### src/hw/rtl/pmx_pkg.sv
// Shared types, constants and sizes of the XML stream path matcher.
`timescale 1ns / 1ps
package pmx_pkg;

   localparam int PATH_DEPTH = 4;
   localparam int NAME_BYTES = 16;
   localparam int TBL_SIZE   = PATH_DEPTH * NAME_BYTES;
   localparam int LVL_W      = (PATH_DEPTH > 1) ? $clog2(PATH_DEPTH) : 1;
   localparam int LVLC_W     = $clog2(PATH_DEPTH + 1);
   localparam int NAME_W     = $clog2(NAME_BYTES);
   localparam int LEN_W      = $clog2(NAME_BYTES + 1);
   localparam int ADDR_W     = $clog2(TBL_SIZE);
   localparam int CNT_W      = $clog2(TBL_SIZE + 1);

   // Configuration register indexes.
   localparam logic CSR_TREE_MODE = 1'b0;
   localparam logic CSR_ATTRIB    = 1'b1;

   localparam logic [7:0] CH_LT    = 8'h3C;
   localparam logic [7:0] CH_GT    = 8'h3E;
   localparam logic [7:0] CH_QM    = 8'h3F;
   localparam logic [7:0] CH_EXCL  = 8'h21;
   localparam logic [7:0] CH_SLASH = 8'h2F;
   localparam logic [7:0] CH_DQ    = 8'h22;
   localparam logic [7:0] CH_SQ    = 8'h27;
   localparam logic [7:0] CH_SP    = 8'h20;
   localparam logic [7:0] CH_TAB   = 8'h09;
   localparam logic [7:0] CH_CR    = 8'h0D;
   localparam logic [7:0] CH_LF    = 8'h0A;

   typedef enum logic [1:0] {
      REQ_PARSE   = 2'd0,
      REQ_WRITE   = 2'd1,
      REQ_COMMIT  = 2'd2,
      REQ_RESTART = 2'd3
   } pmx_req_type;

   typedef enum logic [1:0] {
      OP_NONE,
      OP_PARSE,
      OP_COMMIT,
      OP_RESTART
   } pmx_op_type;

   typedef enum logic [3:0] {
      PS_UNINIT   = 4'd0,
      PS_ROOT     = 4'd1,
      PS_PRO_TAG  = 4'd2,
      PS_PRO_NAME = 4'd3,
      PS_PRO_ATTR = 4'd4,
      PS_PRO_END  = 4'd5,
      PS_START    = 4'd6,
      PS_NAME     = 4'd7,
      PS_ATTR     = 4'd8,
      PS_ATTR_VAL = 4'd9,
      PS_CONTENT  = 4'd10,
      PS_END      = 4'd11,
      PS_COMMENT  = 4'd12,
      PS_COMPLETE = 4'd13
   } pmx_pstate_type;

   typedef enum logic [1:0] {
      SEQ_IDLE,
      SEQ_EXEC,
      SEQ_SWEEP,
      SEQ_FIN
   } pmx_seq_type;

   typedef struct packed {
      pmx_op_type        op;
      logic [7:0]        ch;
      logic [LVLC_W-1:0] keep;
      logic [LVLC_W-1:0] num;
      logic              sub;
   } pmx_cmd_type;

   typedef struct packed {
      logic [LVLC_W-1:0] matched;
      logic [LVLC_W-1:0] active_levels;
      logic [7:0]        char_pos;
   } pmx_status_type;

   typedef struct packed {
      logic       path_matched;
      logic [7:0] char_out;
      logic       value_char;
      logic       attrib_char;
      logic       clear_strings;
      logic       value_done;
      logic [3:0] parse_state;
   } pmx_result_type;

endpackage

### src/hw/rtl/pmx_path_store.sv
// Staging and active path name memories with registered reads.
`timescale 1ns / 1ps
module pmx_path_store (
   input  logic                      clock,
   input  logic                      stg_we,
   input  logic [pmx_pkg::ADDR_W-1:0] stg_waddr,
   input  logic [7:0]                stg_wdata,
   input  logic                      act_we,
   input  logic [pmx_pkg::ADDR_W-1:0] act_waddr,
   input  logic [7:0]                act_wdata,
   input  logic [pmx_pkg::ADDR_W-1:0] rd_addr,
   output logic [7:0]                act_q_ff,
   output logic [7:0]                stg_q_ff
);
   import pmx_pkg::*;

   logic [7:0] stg_mem_ff [TBL_SIZE];
   logic [7:0] act_mem_ff [TBL_SIZE];

   always_ff @(posedge clock) begin
      if (stg_we) begin
         stg_mem_ff[stg_waddr] <= stg_wdata;
      end
      stg_q_ff <= stg_mem_ff[rd_addr];
   end

   always_ff @(posedge clock) begin
      if (act_we) begin
         act_mem_ff[act_waddr] <= act_wdata;
      end
      act_q_ff <= act_mem_ff[rd_addr];
   end

endmodule

### src/hw/rtl/pmx_char_engine.sv
// Parser state registers and the per-character update and result logic.
`timescale 1ns / 1ps
module pmx_char_engine (
   input  logic                        clock,
   input  logic                        reset,
   input  pmx_pkg::pmx_cmd_type        cmd,
   input  logic                        tree_mode,
   input  logic                        attrib_enable,
   input  logic [7:0]                  name_byte,
   input  logic [pmx_pkg::LEN_W-1:0]   name_len,
   output pmx_pkg::pmx_status_type     status,
   output pmx_pkg::pmx_result_type     result
);
   import pmx_pkg::*;

   pmx_pstate_type    state_ff, state_in, st;
   logic [7:0]        depth_ff, depth_in;
   logic [7:0]        sub_base_ff, sub_base_in;
   logic [LVLC_W-1:0] matched_ff, matched_in;
   logic [LEN_W-1:0]  nmc_ff, nmc_in;
   logic [7:0]        cpos_ff, cpos_in;
   logic              tree_ff, tree_in;
   logic              sub_pend_ff, sub_pend_in;
   logic [LVLC_W-1:0] act_lv_ff, act_lv_in;
   logic signed [9:0] rel, rel_post, lv;
   logic              lvl_match, byte_match;

   function automatic logic [7:0] sat_inc(input logic [7:0] v);
      sat_inc = (v == 8'hFF) ? 8'hFF : v + 8'd1;
   endfunction

   assign rel = $signed({2'b0, depth_ff}) - $signed({2'b0, sub_base_ff});
   assign lv  = $signed({{(10 - LVLC_W){1'b0}}, act_lv_ff});

   // The tag name just closed equals the next path level.
   assign lvl_match = (matched_ff < act_lv_ff) && ({{(8 - LEN_W){1'b0}}, nmc_ff} == cpos_ff)
                      && (sub_pend_ff || rel < lv) && (nmc_ff == name_len);

   assign byte_match = (nmc_ff == cpos_ff[LEN_W-1:0]) && (cpos_ff[7:LEN_W] == '0)
                       && (sub_pend_ff || rel < lv) && (matched_ff < act_lv_ff)
                       && (cpos_ff < {{(8 - LEN_W){1'b0}}, name_len})
                       && (cmd.ch == name_byte);

   always_comb begin
      state_in    = state_ff;
      depth_in    = depth_ff;
      sub_base_in = sub_base_ff;
      matched_in  = matched_ff;
      nmc_in      = nmc_ff;
      cpos_in     = cpos_ff;
      tree_in     = tree_ff;
      sub_pend_in = sub_pend_ff;
      act_lv_in   = act_lv_ff;
      st          = state_ff;
      unique case (cmd.op)
         OP_NONE: begin
         end
         OP_RESTART: begin
            state_in    = PS_UNINIT;
            sub_pend_in = 1'b0;
            cpos_in     = '0;
            tree_in     = 1'b0;
            nmc_in      = '0;
            depth_in    = '0;
            sub_base_in = '0;
            matched_in  = '0;
         end
         OP_COMMIT: begin
            nmc_in     = '0;
            matched_in = cmd.keep;
            act_lv_in  = cmd.num;
            if (sub_base_ff == '0) begin
               sub_pend_in = cmd.sub;
            end
         end
         OP_PARSE: begin
            if (state_ff == PS_UNINIT && cmd.ch == CH_LT) begin
               state_in = PS_ROOT;
            end
            st = state_in;
            if (st != PS_UNINIT && st != PS_COMPLETE) begin
               unique case (cmd.ch)
                  CH_LT: begin
                     if (matched_ff < act_lv_ff) begin
                        tree_in = 1'b0;
                     end else if (tree_mode) begin
                        tree_in = 1'b1;
                     end
                     if (st == PS_ROOT || st == PS_CONTENT) begin
                        state_in = PS_START;
                     end
                     cpos_in = '0;
                     nmc_in  = '0;
                  end
                  CH_GT: begin
                     if (matched_ff < act_lv_ff) begin
                        tree_in = 1'b0;
                     end
                     if (st == PS_NAME || st == PS_ATTR) begin
                        if (lvl_match) begin
                           matched_in = matched_ff + 1'b1;
                           if (sub_pend_ff) begin
                              sub_pend_in = 1'b0;
                              sub_base_in = depth_ff;
                           end
                        end
                        depth_in = sat_inc(depth_ff);
                        state_in = PS_CONTENT;
                     end else if (st == PS_END) begin
                        if (rel == $signed({{(10 - LVLC_W){1'b0}}, matched_ff})
                            && matched_ff != '0) begin
                           matched_in = matched_ff - 1'b1;
                        end
                        if (depth_ff != '0) begin
                           depth_in = depth_ff - 8'd1;
                        end
                        state_in = (depth_in != '0) ? PS_CONTENT : PS_ROOT;
                     end else if (depth_ff == '0 && st == PS_PRO_END) begin
                        state_in = PS_ROOT;
                     end else if (st == PS_COMMENT) begin
                        state_in = (depth_ff == '0) ? PS_ROOT : PS_CONTENT;
                     end
                     cpos_in = '0;
                     nmc_in  = '0;
                  end
                  CH_QM: begin
                     if (matched_ff < act_lv_ff) begin
                        tree_in = 1'b0;
                     end
                     if (st == PS_START && depth_ff == '0) begin
                        state_in = PS_PRO_TAG;
                     end else if (st == PS_PRO_NAME || st == PS_PRO_ATTR) begin
                        state_in = PS_PRO_END;
                     end
                  end
                  CH_EXCL: begin
                     if (st == PS_START) begin
                        state_in = PS_COMMENT;
                     end
                  end
                  CH_DQ, CH_SQ: begin
                     if ($signed({2'b0, depth_ff}) < lv) begin
                        tree_in = 1'b0;
                     end
                     cpos_in = sat_inc(cpos_ff);
                     if (st == PS_ATTR) begin
                        state_in = PS_ATTR_VAL;
                        cpos_in  = sat_inc(sat_inc(cpos_ff));
                     end else if (st == PS_ATTR_VAL) begin
                        state_in = PS_ATTR;
                        cpos_in  = sat_inc(sat_inc(cpos_ff));
                     end
                  end
                  CH_SLASH: begin
                     if (st == PS_START) begin
                        state_in = PS_END;
                     end else if (st == PS_NAME) begin
                        if (lvl_match) begin
                           matched_in = matched_ff + 1'b1;
                           if (sub_pend_ff) begin
                              sub_pend_in = 1'b0;
                              sub_base_in = depth_ff;
                           end
                           cpos_in = '0;
                        end
                        depth_in = sat_inc(depth_ff);
                        state_in = PS_END;
                     end else if (st == PS_ATTR) begin
                        depth_in = sat_inc(depth_ff);
                        state_in = PS_END;
                     end else if (st == PS_CONTENT) begin
                        cpos_in = sat_inc(cpos_ff);
                     end
                  end
                  CH_SP, CH_TAB, CH_CR, CH_LF: begin
                     if (rel < lv) begin
                        tree_in = 1'b0;
                     end
                     if (st == PS_NAME) begin
                        if (lvl_match) begin
                           matched_in = matched_ff + 1'b1;
                           if (sub_pend_ff) begin
                              sub_pend_in = 1'b0;
                              sub_base_in = depth_ff;
                           end
                        end
                        state_in = PS_ATTR;
                        cpos_in  = '0;
                     end else if (st == PS_PRO_NAME) begin
                        state_in = PS_PRO_ATTR;
                     end else if (st == PS_ATTR || st == PS_ATTR_VAL) begin
                        cpos_in = sat_inc(cpos_ff);
                     end
                  end
                  default: begin
                     if (rel < lv || (tree_mode && st == PS_END
                         && rel == $signed({{(10 - LVLC_W){1'b0}}, matched_ff}))) begin
                        tree_in = 1'b0;
                     end else if (tree_mode && matched_ff == act_lv_ff) begin
                        tree_in = 1'b1;
                     end
                     if (st == PS_START) begin
                        state_in = PS_NAME;
                     end else if (st == PS_PRO_TAG) begin
                        state_in = PS_PRO_NAME;
                     end
                     if (state_in == PS_NAME && byte_match) begin
                        nmc_in = nmc_ff + 1'b1;
                     end
                     cpos_in = sat_inc(cpos_ff);
                  end
               endcase
            end
         end
         default: begin
         end
      endcase
   end

   assign rel_post = $signed({2'b0, depth_in}) - $signed({2'b0, sub_base_in});

   always_comb begin
      result               = '0;
      result.path_matched  = (matched_in == act_lv_in);
      result.parse_state   = state_in;
      if (cmd.op == OP_PARSE) begin
         result.char_out = cmd.ch;
         if (matched_in == act_lv_in) begin
            if (tree_mode) begin
               if (tree_in) begin
                  result.value_char = 1'b1;
                  if (state_in == PS_END
                      && rel_post == $signed({{(10 - LVLC_W){1'b0}}, matched_in})) begin
                     result.value_done = 1'b1;
                  end
               end
            end else if (state_in == PS_CONTENT && cpos_in != '0) begin
               result.value_char = 1'b1;
            end else if (state_in == PS_END && cpos_in == '0) begin
               result.value_done = 1'b1;
            end
            if (attrib_enable && (state_in == PS_ATTR || state_in == PS_ATTR_VAL)
                && cpos_in != '0 && matched_in != '0
                && rel_post == $signed({{(10 - LVLC_W){1'b0}}, matched_in - 1'b1})) begin
               result.attrib_char = 1'b1;
               if (cmd.ch == CH_TAB || cmd.ch == CH_CR || cmd.ch == CH_LF) begin
                  result.char_out = CH_SP;
               end
            end
         end else if (rel_post == $signed({{(10 - LVLC_W){1'b0}}, matched_in})
                      && state_in == PS_START && cpos_in == '0) begin
            result.clear_strings = 1'b1;
         end
      end
   end

   always_ff @(posedge clock) begin
      if (reset) begin
         state_ff    <= PS_UNINIT;
         depth_ff    <= '0;
         sub_base_ff <= '0;
         matched_ff  <= '0;
         nmc_ff      <= '0;
         cpos_ff     <= '0;
         tree_ff     <= 1'b0;
         sub_pend_ff <= 1'b0;
         act_lv_ff   <= '0;
      end else begin
         state_ff    <= state_in;
         depth_ff    <= depth_in;
         sub_base_ff <= sub_base_in;
         matched_ff  <= matched_in;
         nmc_ff      <= nmc_in;
         cpos_ff     <= cpos_in;
         tree_ff     <= tree_in;
         sub_pend_ff <= sub_pend_in;
         act_lv_ff   <= act_lv_in;
      end
   end

   assign status.matched       = matched_ff;
   assign status.active_levels = act_lv_ff;
   assign status.char_pos      = cpos_ff;

   a_matched_in_path: assert property (@(posedge clock) disable iff (reset)
      matched_ff <= act_lv_ff) else $error("matched levels exceed path length");

   a_levels_bounded: assert property (@(posedge clock) disable iff (reset)
      int'(act_lv_ff) <= PATH_DEPTH) else $error("path length above table depth");

   a_count_bounded: assert property (@(posedge clock) disable iff (reset)
      int'(nmc_ff) <= NAME_BYTES) else $error("name match count past name size");

endmodule

### src/hw/rtl/xml_stream_path_matcher.sv
// A parse item is registered, executed in the EXEC step and its result registered into the
// result word; one item at a time. Staging writes and restarts take the same path; the next
// word is taken once the result register is free. A path commit walks both name memories
// one entry per cycle, copying staging into active, and then loads its result in the FIN step.
// Synchronous active-high reset clears the parser, the path length and the output valid;
// name memories are not cleared and must be written before a path uses them.
`timescale 1ns / 1ps
module xml_stream_path_matcher (
   input  logic        clock,
   input  logic        reset,
   input  logic        req_tvalid,
   output logic        req_tready,
   // char_in[7:0], path_level[9:8], name_index[13:10], path_len[16:14], sub_flag[17]
   input  logic [23:0] req_tdata,
   // req_type[1:0]
   input  logic [1:0]  req_tuser,
   output logic        rsp_tvalid,
   input  logic        rsp_tready,
   // path_matched[0], char_out[8:1], value_char[9], attrib_char[10],
   // clear_strings[11], value_done[12], parse_state[16:13]
   output logic [23:0] rsp_tdata,
   input  logic        csr_we,
   input  logic        csr_index,
   input  logic        csr_wdata
);
   import pmx_pkg::*;

   pmx_seq_type       seq_ff, seq_in;
   logic [CNT_W-1:0]  cnt_ff, cnt_in;
   pmx_req_type       type_ff;
   logic [7:0]        ch_ff;
   logic [LVL_W-1:0]  wlvl_ff;
   logic [NAME_W-1:0] widx_ff;
   logic              wok_ff;
   logic [LVLC_W-1:0] num_ff;
   logic              sub_ff;
   logic              tree_mode_ff, attrib_ff;
   logic              rsp_valid_ff, rsp_valid_in;
   pmx_result_type    rsp_ff;
   logic              accept, load_rsp;

   logic [LEN_W-1:0]  len_ff [PATH_DEPTH];
   logic [LVLC_W-1:0] keep_ff, keep_in;
   logic              cont_ff, cont_in;
   logic              ok_ff, ok_in;
   logic              done_ff, done_in;
   logic              zseen_ff, zseen_in;
   logic [LEN_W-1:0]  lacc_ff, lacc_in;
   logic              sweep_data;
   logic [ADDR_W-1:0] proc_addr;
   logic [LVL_W-1:0]  proc_lvl;
   logic [NAME_W-1:0] proc_idx;
   logic              lvl_end;
   logic [LVLC_W-1:0] lim;

   pmx_cmd_type       cmd;
   pmx_status_type    status;
   pmx_result_type    result;
   logic [ADDR_W-1:0] rd_addr;
   logic [7:0]        act_q, stg_q;
   logic [LEN_W-1:0]  cur_len;

   assign accept = req_tvalid && req_tready;

   // Sequencer: next state.
   always_comb begin
      seq_in = seq_ff;
      cnt_in = cnt_ff;
      unique case (seq_ff)
         SEQ_IDLE: begin
            if (accept) begin
               cnt_in = '0;
               seq_in = (pmx_req_type'(req_tuser) == REQ_COMMIT) ? SEQ_SWEEP : SEQ_EXEC;
            end
         end
         SEQ_EXEC: seq_in = SEQ_IDLE;
         SEQ_SWEEP: begin
            cnt_in = cnt_ff + 1'b1;
            if (int'(cnt_ff) == TBL_SIZE) begin
               seq_in = SEQ_FIN;
            end
         end
         SEQ_FIN: seq_in = SEQ_IDLE;
         default: seq_in = SEQ_IDLE;
      endcase
   end

   // Sequencer: outputs.
   always_comb begin
      req_tready = 1'b0;
      load_rsp   = 1'b0;
      cmd        = '0;
      cmd.op     = OP_NONE;
      cmd.ch     = ch_ff;
      cmd.keep   = keep_ff;
      cmd.num    = num_ff;
      cmd.sub    = sub_ff;
      rd_addr    = {status.matched[LVL_W-1:0], status.char_pos[NAME_W-1:0]};
      unique case (seq_ff)
         SEQ_IDLE: req_tready = !rsp_valid_ff || rsp_tready;
         SEQ_EXEC: begin
            load_rsp = 1'b1;
            unique case (type_ff)
               REQ_PARSE:   cmd.op = OP_PARSE;
               REQ_RESTART: cmd.op = OP_RESTART;
               REQ_WRITE:   cmd.op = OP_NONE;
               REQ_COMMIT:  cmd.op = OP_NONE;
               default:     cmd.op = OP_NONE;
            endcase
         end
         SEQ_SWEEP: rd_addr = cnt_ff[ADDR_W-1:0];
         SEQ_FIN: begin
            load_rsp = 1'b1;
            cmd.op   = OP_COMMIT;
         end
         default: begin
         end
      endcase
   end

   // Commit walk: read data of the previous address is compared and copied.
   assign sweep_data = (seq_ff == SEQ_SWEEP) && (cnt_ff != '0);
   assign proc_addr  = ADDR_W'(cnt_ff - 1'b1);
   assign proc_lvl   = proc_addr[ADDR_W-1:NAME_W];
   assign proc_idx   = proc_addr[NAME_W-1:0];
   assign lvl_end    = (int'(proc_idx) == NAME_BYTES - 1);

   always_comb begin
      lim = num_ff;
      if (status.active_levels < lim) begin
         lim = status.active_levels;
      end
      if (status.matched < lim) begin
         lim = status.matched;
      end
   end

   always_comb begin
      ok_in    = (proc_idx == '0) ? 1'b1 : ok_ff;
      done_in  = (proc_idx == '0) ? 1'b0 : done_ff;
      zseen_in = (proc_idx == '0) ? 1'b0 : zseen_ff;
      lacc_in  = (proc_idx == '0) ? LEN_W'(NAME_BYTES) : lacc_ff;
      keep_in  = keep_ff;
      cont_in  = cont_ff;
      if (!done_in) begin
         if (stg_q != act_q) begin
            ok_in   = 1'b0;
            done_in = 1'b1;
         end else if (stg_q == 8'h00) begin
            done_in = 1'b1;
         end
      end
      if (!zseen_in && stg_q == 8'h00) begin
         zseen_in = 1'b1;
         lacc_in  = LEN_W'(proc_idx);
      end
      // A level counts as kept only while every level before it was kept.
      if (lvl_end) begin
         if (LVLC_W'(proc_lvl) < lim && cont_ff && ok_in) begin
            keep_in = keep_ff + 1'b1;
         end else begin
            cont_in = 1'b0;
         end
      end
   end

   always_ff @(posedge clock) begin
      if (accept) begin
         keep_ff <= '0;
         cont_ff <= 1'b1;
      end else if (sweep_data) begin
         keep_ff <= keep_in;
         cont_ff <= cont_in;
      end
      if (sweep_data) begin
         ok_ff    <= ok_in;
         done_ff  <= done_in;
         zseen_ff <= zseen_in;
         lacc_ff  <= lacc_in;
         if (lvl_end) begin
            len_ff[proc_lvl] <= lacc_in;
         end
      end
   end

   always_ff @(posedge clock) begin
      if (accept) begin
         type_ff <= pmx_req_type'(req_tuser);
         ch_ff   <= req_tdata[7:0];
         wlvl_ff <= req_tdata[8 +: LVL_W];
         widx_ff <= req_tdata[10 +: NAME_W];
         wok_ff  <= (int'(req_tdata[9:8]) < PATH_DEPTH) && (int'(req_tdata[13:10]) < NAME_BYTES);
         num_ff  <= (int'(req_tdata[16:14]) > PATH_DEPTH) ? LVLC_W'(PATH_DEPTH)
                                                          : LVLC_W'(req_tdata[16:14]);
         sub_ff  <= req_tdata[17];
      end
   end

   always_ff @(posedge clock) begin
      if (reset) begin
         seq_ff       <= SEQ_IDLE;
         cnt_ff       <= '0;
         tree_mode_ff <= 1'b0;
         attrib_ff    <= 1'b1;
         rsp_valid_ff <= 1'b0;
      end else begin
         seq_ff       <= seq_in;
         cnt_ff       <= cnt_in;
         rsp_valid_ff <= rsp_valid_in;
         if (csr_we && csr_index == CSR_TREE_MODE) begin
            tree_mode_ff <= csr_wdata;
         end
         if (csr_we && csr_index == CSR_ATTRIB) begin
            attrib_ff <= csr_wdata;
         end
      end
   end

   assign rsp_valid_in = load_rsp ? 1'b1 : (rsp_tready ? 1'b0 : rsp_valid_ff);

   always_ff @(posedge clock) begin
      if (load_rsp) begin
         rsp_ff <= result;
      end
   end

   assign cur_len = len_ff[status.matched[LVL_W-1:0]];

   pmx_path_store u_store (
      .clock     (clock),
      .stg_we    ((seq_ff == SEQ_EXEC) && (type_ff == REQ_WRITE) && wok_ff),
      .stg_waddr ({wlvl_ff, widx_ff}),
      .stg_wdata (ch_ff),
      .act_we    (sweep_data),
      .act_waddr (proc_addr),
      .act_wdata (stg_q),
      .rd_addr   (rd_addr),
      .act_q_ff  (act_q),
      .stg_q_ff  (stg_q)
   );

   pmx_char_engine u_engine (
      .clock         (clock),
      .reset         (reset),
      .cmd           (cmd),
      .tree_mode     (tree_mode_ff),
      .attrib_enable (attrib_ff),
      .name_byte     (act_q),
      .name_len      (cur_len),
      .status        (status),
      .result        (result)
   );

   assign rsp_tvalid = rsp_valid_ff;
   assign rsp_tdata  = {7'b0, rsp_ff.parse_state, rsp_ff.value_done, rsp_ff.clear_strings,
                        rsp_ff.attrib_char, rsp_ff.value_char, rsp_ff.char_out,
                        rsp_ff.path_matched};

   a_sweep_ends: assert property (@(posedge clock) disable iff (reset)
      (seq_ff == SEQ_SWEEP && int'(cnt_ff) == TBL_SIZE) |=> seq_ff == SEQ_FIN)
      else $error("commit walk did not finish");

   a_rsp_source: assert property (@(posedge clock) disable iff (reset)
      $rose(rsp_tvalid) |-> ($past(seq_ff) == SEQ_EXEC || $past(seq_ff) == SEQ_FIN))
      else $error("result word raised outside an execute step");

   a_commit_walks: assert property (@(posedge clock) disable iff (reset)
      (accept && req_tuser == REQ_COMMIT) |=> seq_ff == SEQ_SWEEP && !rsp_valid_in)
      else $error("commit did not start the table walk");

endmodule
### config.mk
export PLATFORM = sky130hd
export DESIGN_NAME = xml_stream_path_matcher
export DESIGN_NICKNAME = d
export VERILOG_FILES = /design/src/hw/rtl/pmx_pkg.sv /design/src/hw/rtl/pmx_path_store.sv /design/src/hw/rtl/pmx_char_engine.sv /design/src/hw/rtl/xml_stream_path_matcher.sv
export SDC_FILE = /design/constraint.sdc
export NUM_CORES = 2
export LEC_CHECK = 0
export BUFFER_PORTS_ARGS = -buffer_cell sky130_fd_sc_hd__buf_2
export CAP_MARGIN = 15
export CORE_MARGIN = 3
export CORE_UTILIZATION = 55
export DETAILED_ROUTE_END_ITERATION = 8
export PLACE_DENSITY = 0.71
export SLEW_MARGIN = 5
export SYNTH_ARGS = -nofsm -noshare
export SYNTH_HDL_FRONTEND = slang
export SYNTH_SLANG_ARGS = --single-unit
### constraint.sdc
create_clock -name clock -period 14.1 [get_ports clock]
set_input_delay 2.82 -clock clock [delete_from_list [all_inputs] [get_ports clock]]
set_output_delay 2.82 -clock clock [all_outputs]
set_load 0.1 [all_outputs]
==> reports/metrics.cfg <==
[status]
outcome = finished, final reports clean

[critical_path]
worstPathCellList = inv_1 > ha_1 > fa_1 > xnor2_1 > ha_1 > a221o_1 > o211ai_4 > and2_2 > nand3_1 > a21o_1 > a22oi_1 > inv_1 > fa_1 > nor2b_1 > o21ai_0 > nand2b_1 > a21o_1 > a21oi_1 > mux2i_1 > nor4_1 > nand4_1 > or4_4 > o311a_1
slowest_delay_ns = 0.77
cp-start-kind = register
critPathSlowestCell = nor4_1
crit_fanout = 13
startpoint = u_engine.depth_ff[0]$_SDFF_PP0_
critPathArrivalTime_ns = 8.06
reg2reg_from = u_engine.depth_ff[0]$_SDFF_PP0_
cp.required_ns = 14.53
crit_type = register to register
r2r_setup_slack_ns = 6.47
endpoint_kind = register

[power_and_ir_drop]
ir_worst_vdd_uv = 111
p_total_mw = 6.94
leakagePower_nw = 17.9
power_density_mw_per_mm2 = 126

[place]
place.gp.congestion = 0.891
io_buffers = 45
place_hpwl_mm = 72.2

[clocking]
cts_tree = yes
clk_pin_slew_ns = 0.06
postCtsSetupRepairBufs = 0
cts.path.max_buffers = 3
numClockSinks = 1162
cts_root_buf = clkbuf_16
cts_hold_buffers = 0
clk_latency_ns = 0.68
cts_resized = 0
h-tree-depth = 3
cts_buffers = 113

[floorplan]
die_area_mm2 = 0.0947
die_h_um = 308
die-width_um = 308
initial_utilization = 0.555
core_mm2 = 0.0901
rows = 110
num_io_pins = 59

[sta]
rsz0062_at_grt = false
finalSetupViolCount = 0
slew_headroom = 0.238
tns_ns = 0
worst_slew_pin_slew_ns = 1.14
min_period_ns = 7.63
fmax_mhz = 131
finalCritPeriodShare = 0.541
drv_slew = 0
hold_viol_final = 0
fin_skew_ns = 0.0203

[grt]
grt_antenna_before_repair = 1
grt_pass1_wl_mm = 182
track_usage = 0.255
grt_pass1_vias = 28900
grt_use_met3 = 0.0459
grt_max_degree = 133
grt.met1_usage = 0.360
grt_busiest_layer = met2
use_met2 = 0.411
grt_overflow = 0

[route]
drt_pass1_iterations = 8
drt_iter0_drc = 3399
drt_wl_total_mm = 120
vias_per_cell = 6.52
ant_nets = 0
post_drt_wl_per_cell_um = 26.9
via_count = 29000
drc = 0

[logic_synthesis]
synth_area_mm2 = 0.0501
yosys_warnings = 0
yosys-top-cells-area = edfxtp_1 65%, mux4_2 12%, dfxtp_1 2.9%
avgSynthCellArea_um2 = 15.8
synth_cell_type_count = 95
synthCells = 3161
synth_most_common_cell = edfxtp_1
synth_top_area_frac = 0.653
synth-edff-count = 1089
ys_seq_area_frac = 0.682
ys.flop_type = edfxtp_1
synth_common_cells = 1089 x edfxtp_1, 261 x mux4_2, 259 x nand2_1, 251 x nor2_1, 133 x clkbuf_1
synth_seq_cells = 1162
synth_top_area_cell = edfxtp_1
async_flop_share = 0

[worst_hold_path]
hp-class = register to register
hp-start = cont_ff$_SDFFE_PP1P_

[final_layout]
finalNetCount = 3265
drive_above_1_share = 0.173
areaGrowthSynthToFinish_pct = 10.1
antennaDiodeCount = 0

[job]
cap_violations = 0

[cell families (layout without fill, tap and decap cells)]
group | Yosys count | in the layout | synth area share
AND/OR/NAND/NOR | 840 | 840 | 0.0804
multiplexers | 285 | 285 | 0.122
flip-flops | 1162 | 1162 | 0.682
XOR/XNOR | 62 | 62 | 0.0108
adder cells (fa/ha/maj) | 53 | 53 | 0.0135
other | 1 | 7 | 0.0000749
buffers and inverters | 242 | 345 | 0.0204
AO/OA/AOI/OAI | 516 | 516 | 0.0701
[flip-flops by register name, summed over array words and instances (netlist names), 2 cells and up]
name	count
widx_ff	4
lacc_ff	5
u_engine.sub_base_ff	8
u_store.act_mem_ff	512
num_ff	3
u_store.stg_q_ff	8
u_store.stg_mem_ff	512
keep_ff	3
u_engine.depth_ff	8
u_engine.act_lv_ff	3
ch_ff	8
type_ff	2
seq_ff	2
u_engine.nmc_ff	5
rsp_tdata	17
u_engine.matched_ff	3
u_engine.state_ff	4
wlvl_ff	2
u_store.act_q_ff	8
u_engine.cpos_ff	8
len_ff	20
cnt_ff	7
[final timing paths]
kind                                end  cells past startpoint
max          rsp_tdata[3]$_SDFFCE_PN0P_                     23
min                cont_ff$_SDFFE_PP1P_                      2
max reg2reg  rsp_tdata[3]$_SDFFCE_PN0P_                     23
min reg2reg        cont_ff$_SDFFE_PP1P_                      2
[critical path: cells and delay by family (launching register included)]
kind	cells	cell delay, ns
AND/OR/NAND/NOR	7	2.34
AO/OA/AOI/OAI	8	2.10
adder cells (fa/ha/maj)	4	1.47
flip-flops	1	0.63
XOR/XNOR	1	0.36
buffers and inverters	2	0.32
multiplexers	1	0.12
[final cells by class]
type	count	area, um^2
clock buffer	133	2970
clock inverter	73	754
fill	6508	35000
inverter	47	176
multi-input combinational	1763	15000
sequential	1162	34200
tap	1176	1470
timing repair buffer	92	603
[cell usage in the layout, fill, tap and decap left out, types with 15 or more instances in the layout]
cell type | netlist | layout
edfxtp_1 | 1089 | 1089
mux4_2 | 261 | 261
nand2_1 | 259 | 258
nor2_1 | 251 | 251
a21oi_1 | 124 | 120
clkbuf_16 | 0 | 115
a211oi_1 | 88 | 88
and2_1 | 74 | 74
o21ai_0 | 68 | 68
dfxtp_1 | 73 | 65
ha_1 | 51 | 51
a31oi_1 | 48 | 48
inv_1 | 47 | 46
nand3_1 | 45 | 45
buf_2 | 8 | 45
buf_4 | 9 | 45
nor3_1 | 39 | 39
a311oi_1 | 34 | 34
xnor2_1 | 31 | 31
xor2_1 | 31 | 31
nor2b_1 | 29 | 29
nand4_1 | 24 | 24
nand2b_1 | 21 | 21
clkinv_1 | 0 | 21
clkinv_2 | 0 | 20
mux2i_1 | 21 | 19
nor4_1 | 17 | 17
clkbuf_1 | 133 | 16
and3_1 | 15 | 15
a22oi_1 | 15 | 15
[metrics by stage]
stage,cell area [um^2],cells,hold WS (ns),util,setup WS [ns]
2_1_floorplan,50100,3167,0.432,-,6.88
3_3_place_gp,51400,4240,0.442,0.570,6.66
3_5_place_dp,51400,4240,0.459,0.570,6.60
4_1_cts,55100,4446,0.473,0.612,6.56
5_1_grt,55100,4446,0.525,0.612,6.12
6_report,55100,4446,0.474,0.612,6.47
[report_power, final]
part / internal (mW) / switching, mW / total, mW
combinational: 0.0277 / 0.118 / 0.146
sequential: 3.76 / 0.00998 / 3.77
clock: 1.75 / 1.27 / 3.02
[layer usage]
| layer | share of wire | up-vias |
|---|---|---|
| met5 | 0.00014 | - |
| met4 | 0.029 | 2 |
| met3 | 0.078 | 234 |
| met2 | 0.49 | 1366 |
| met1 | 0.40 | 14800 |
| li1 | - | 12600 |
(Power assumes the default switching activity.)
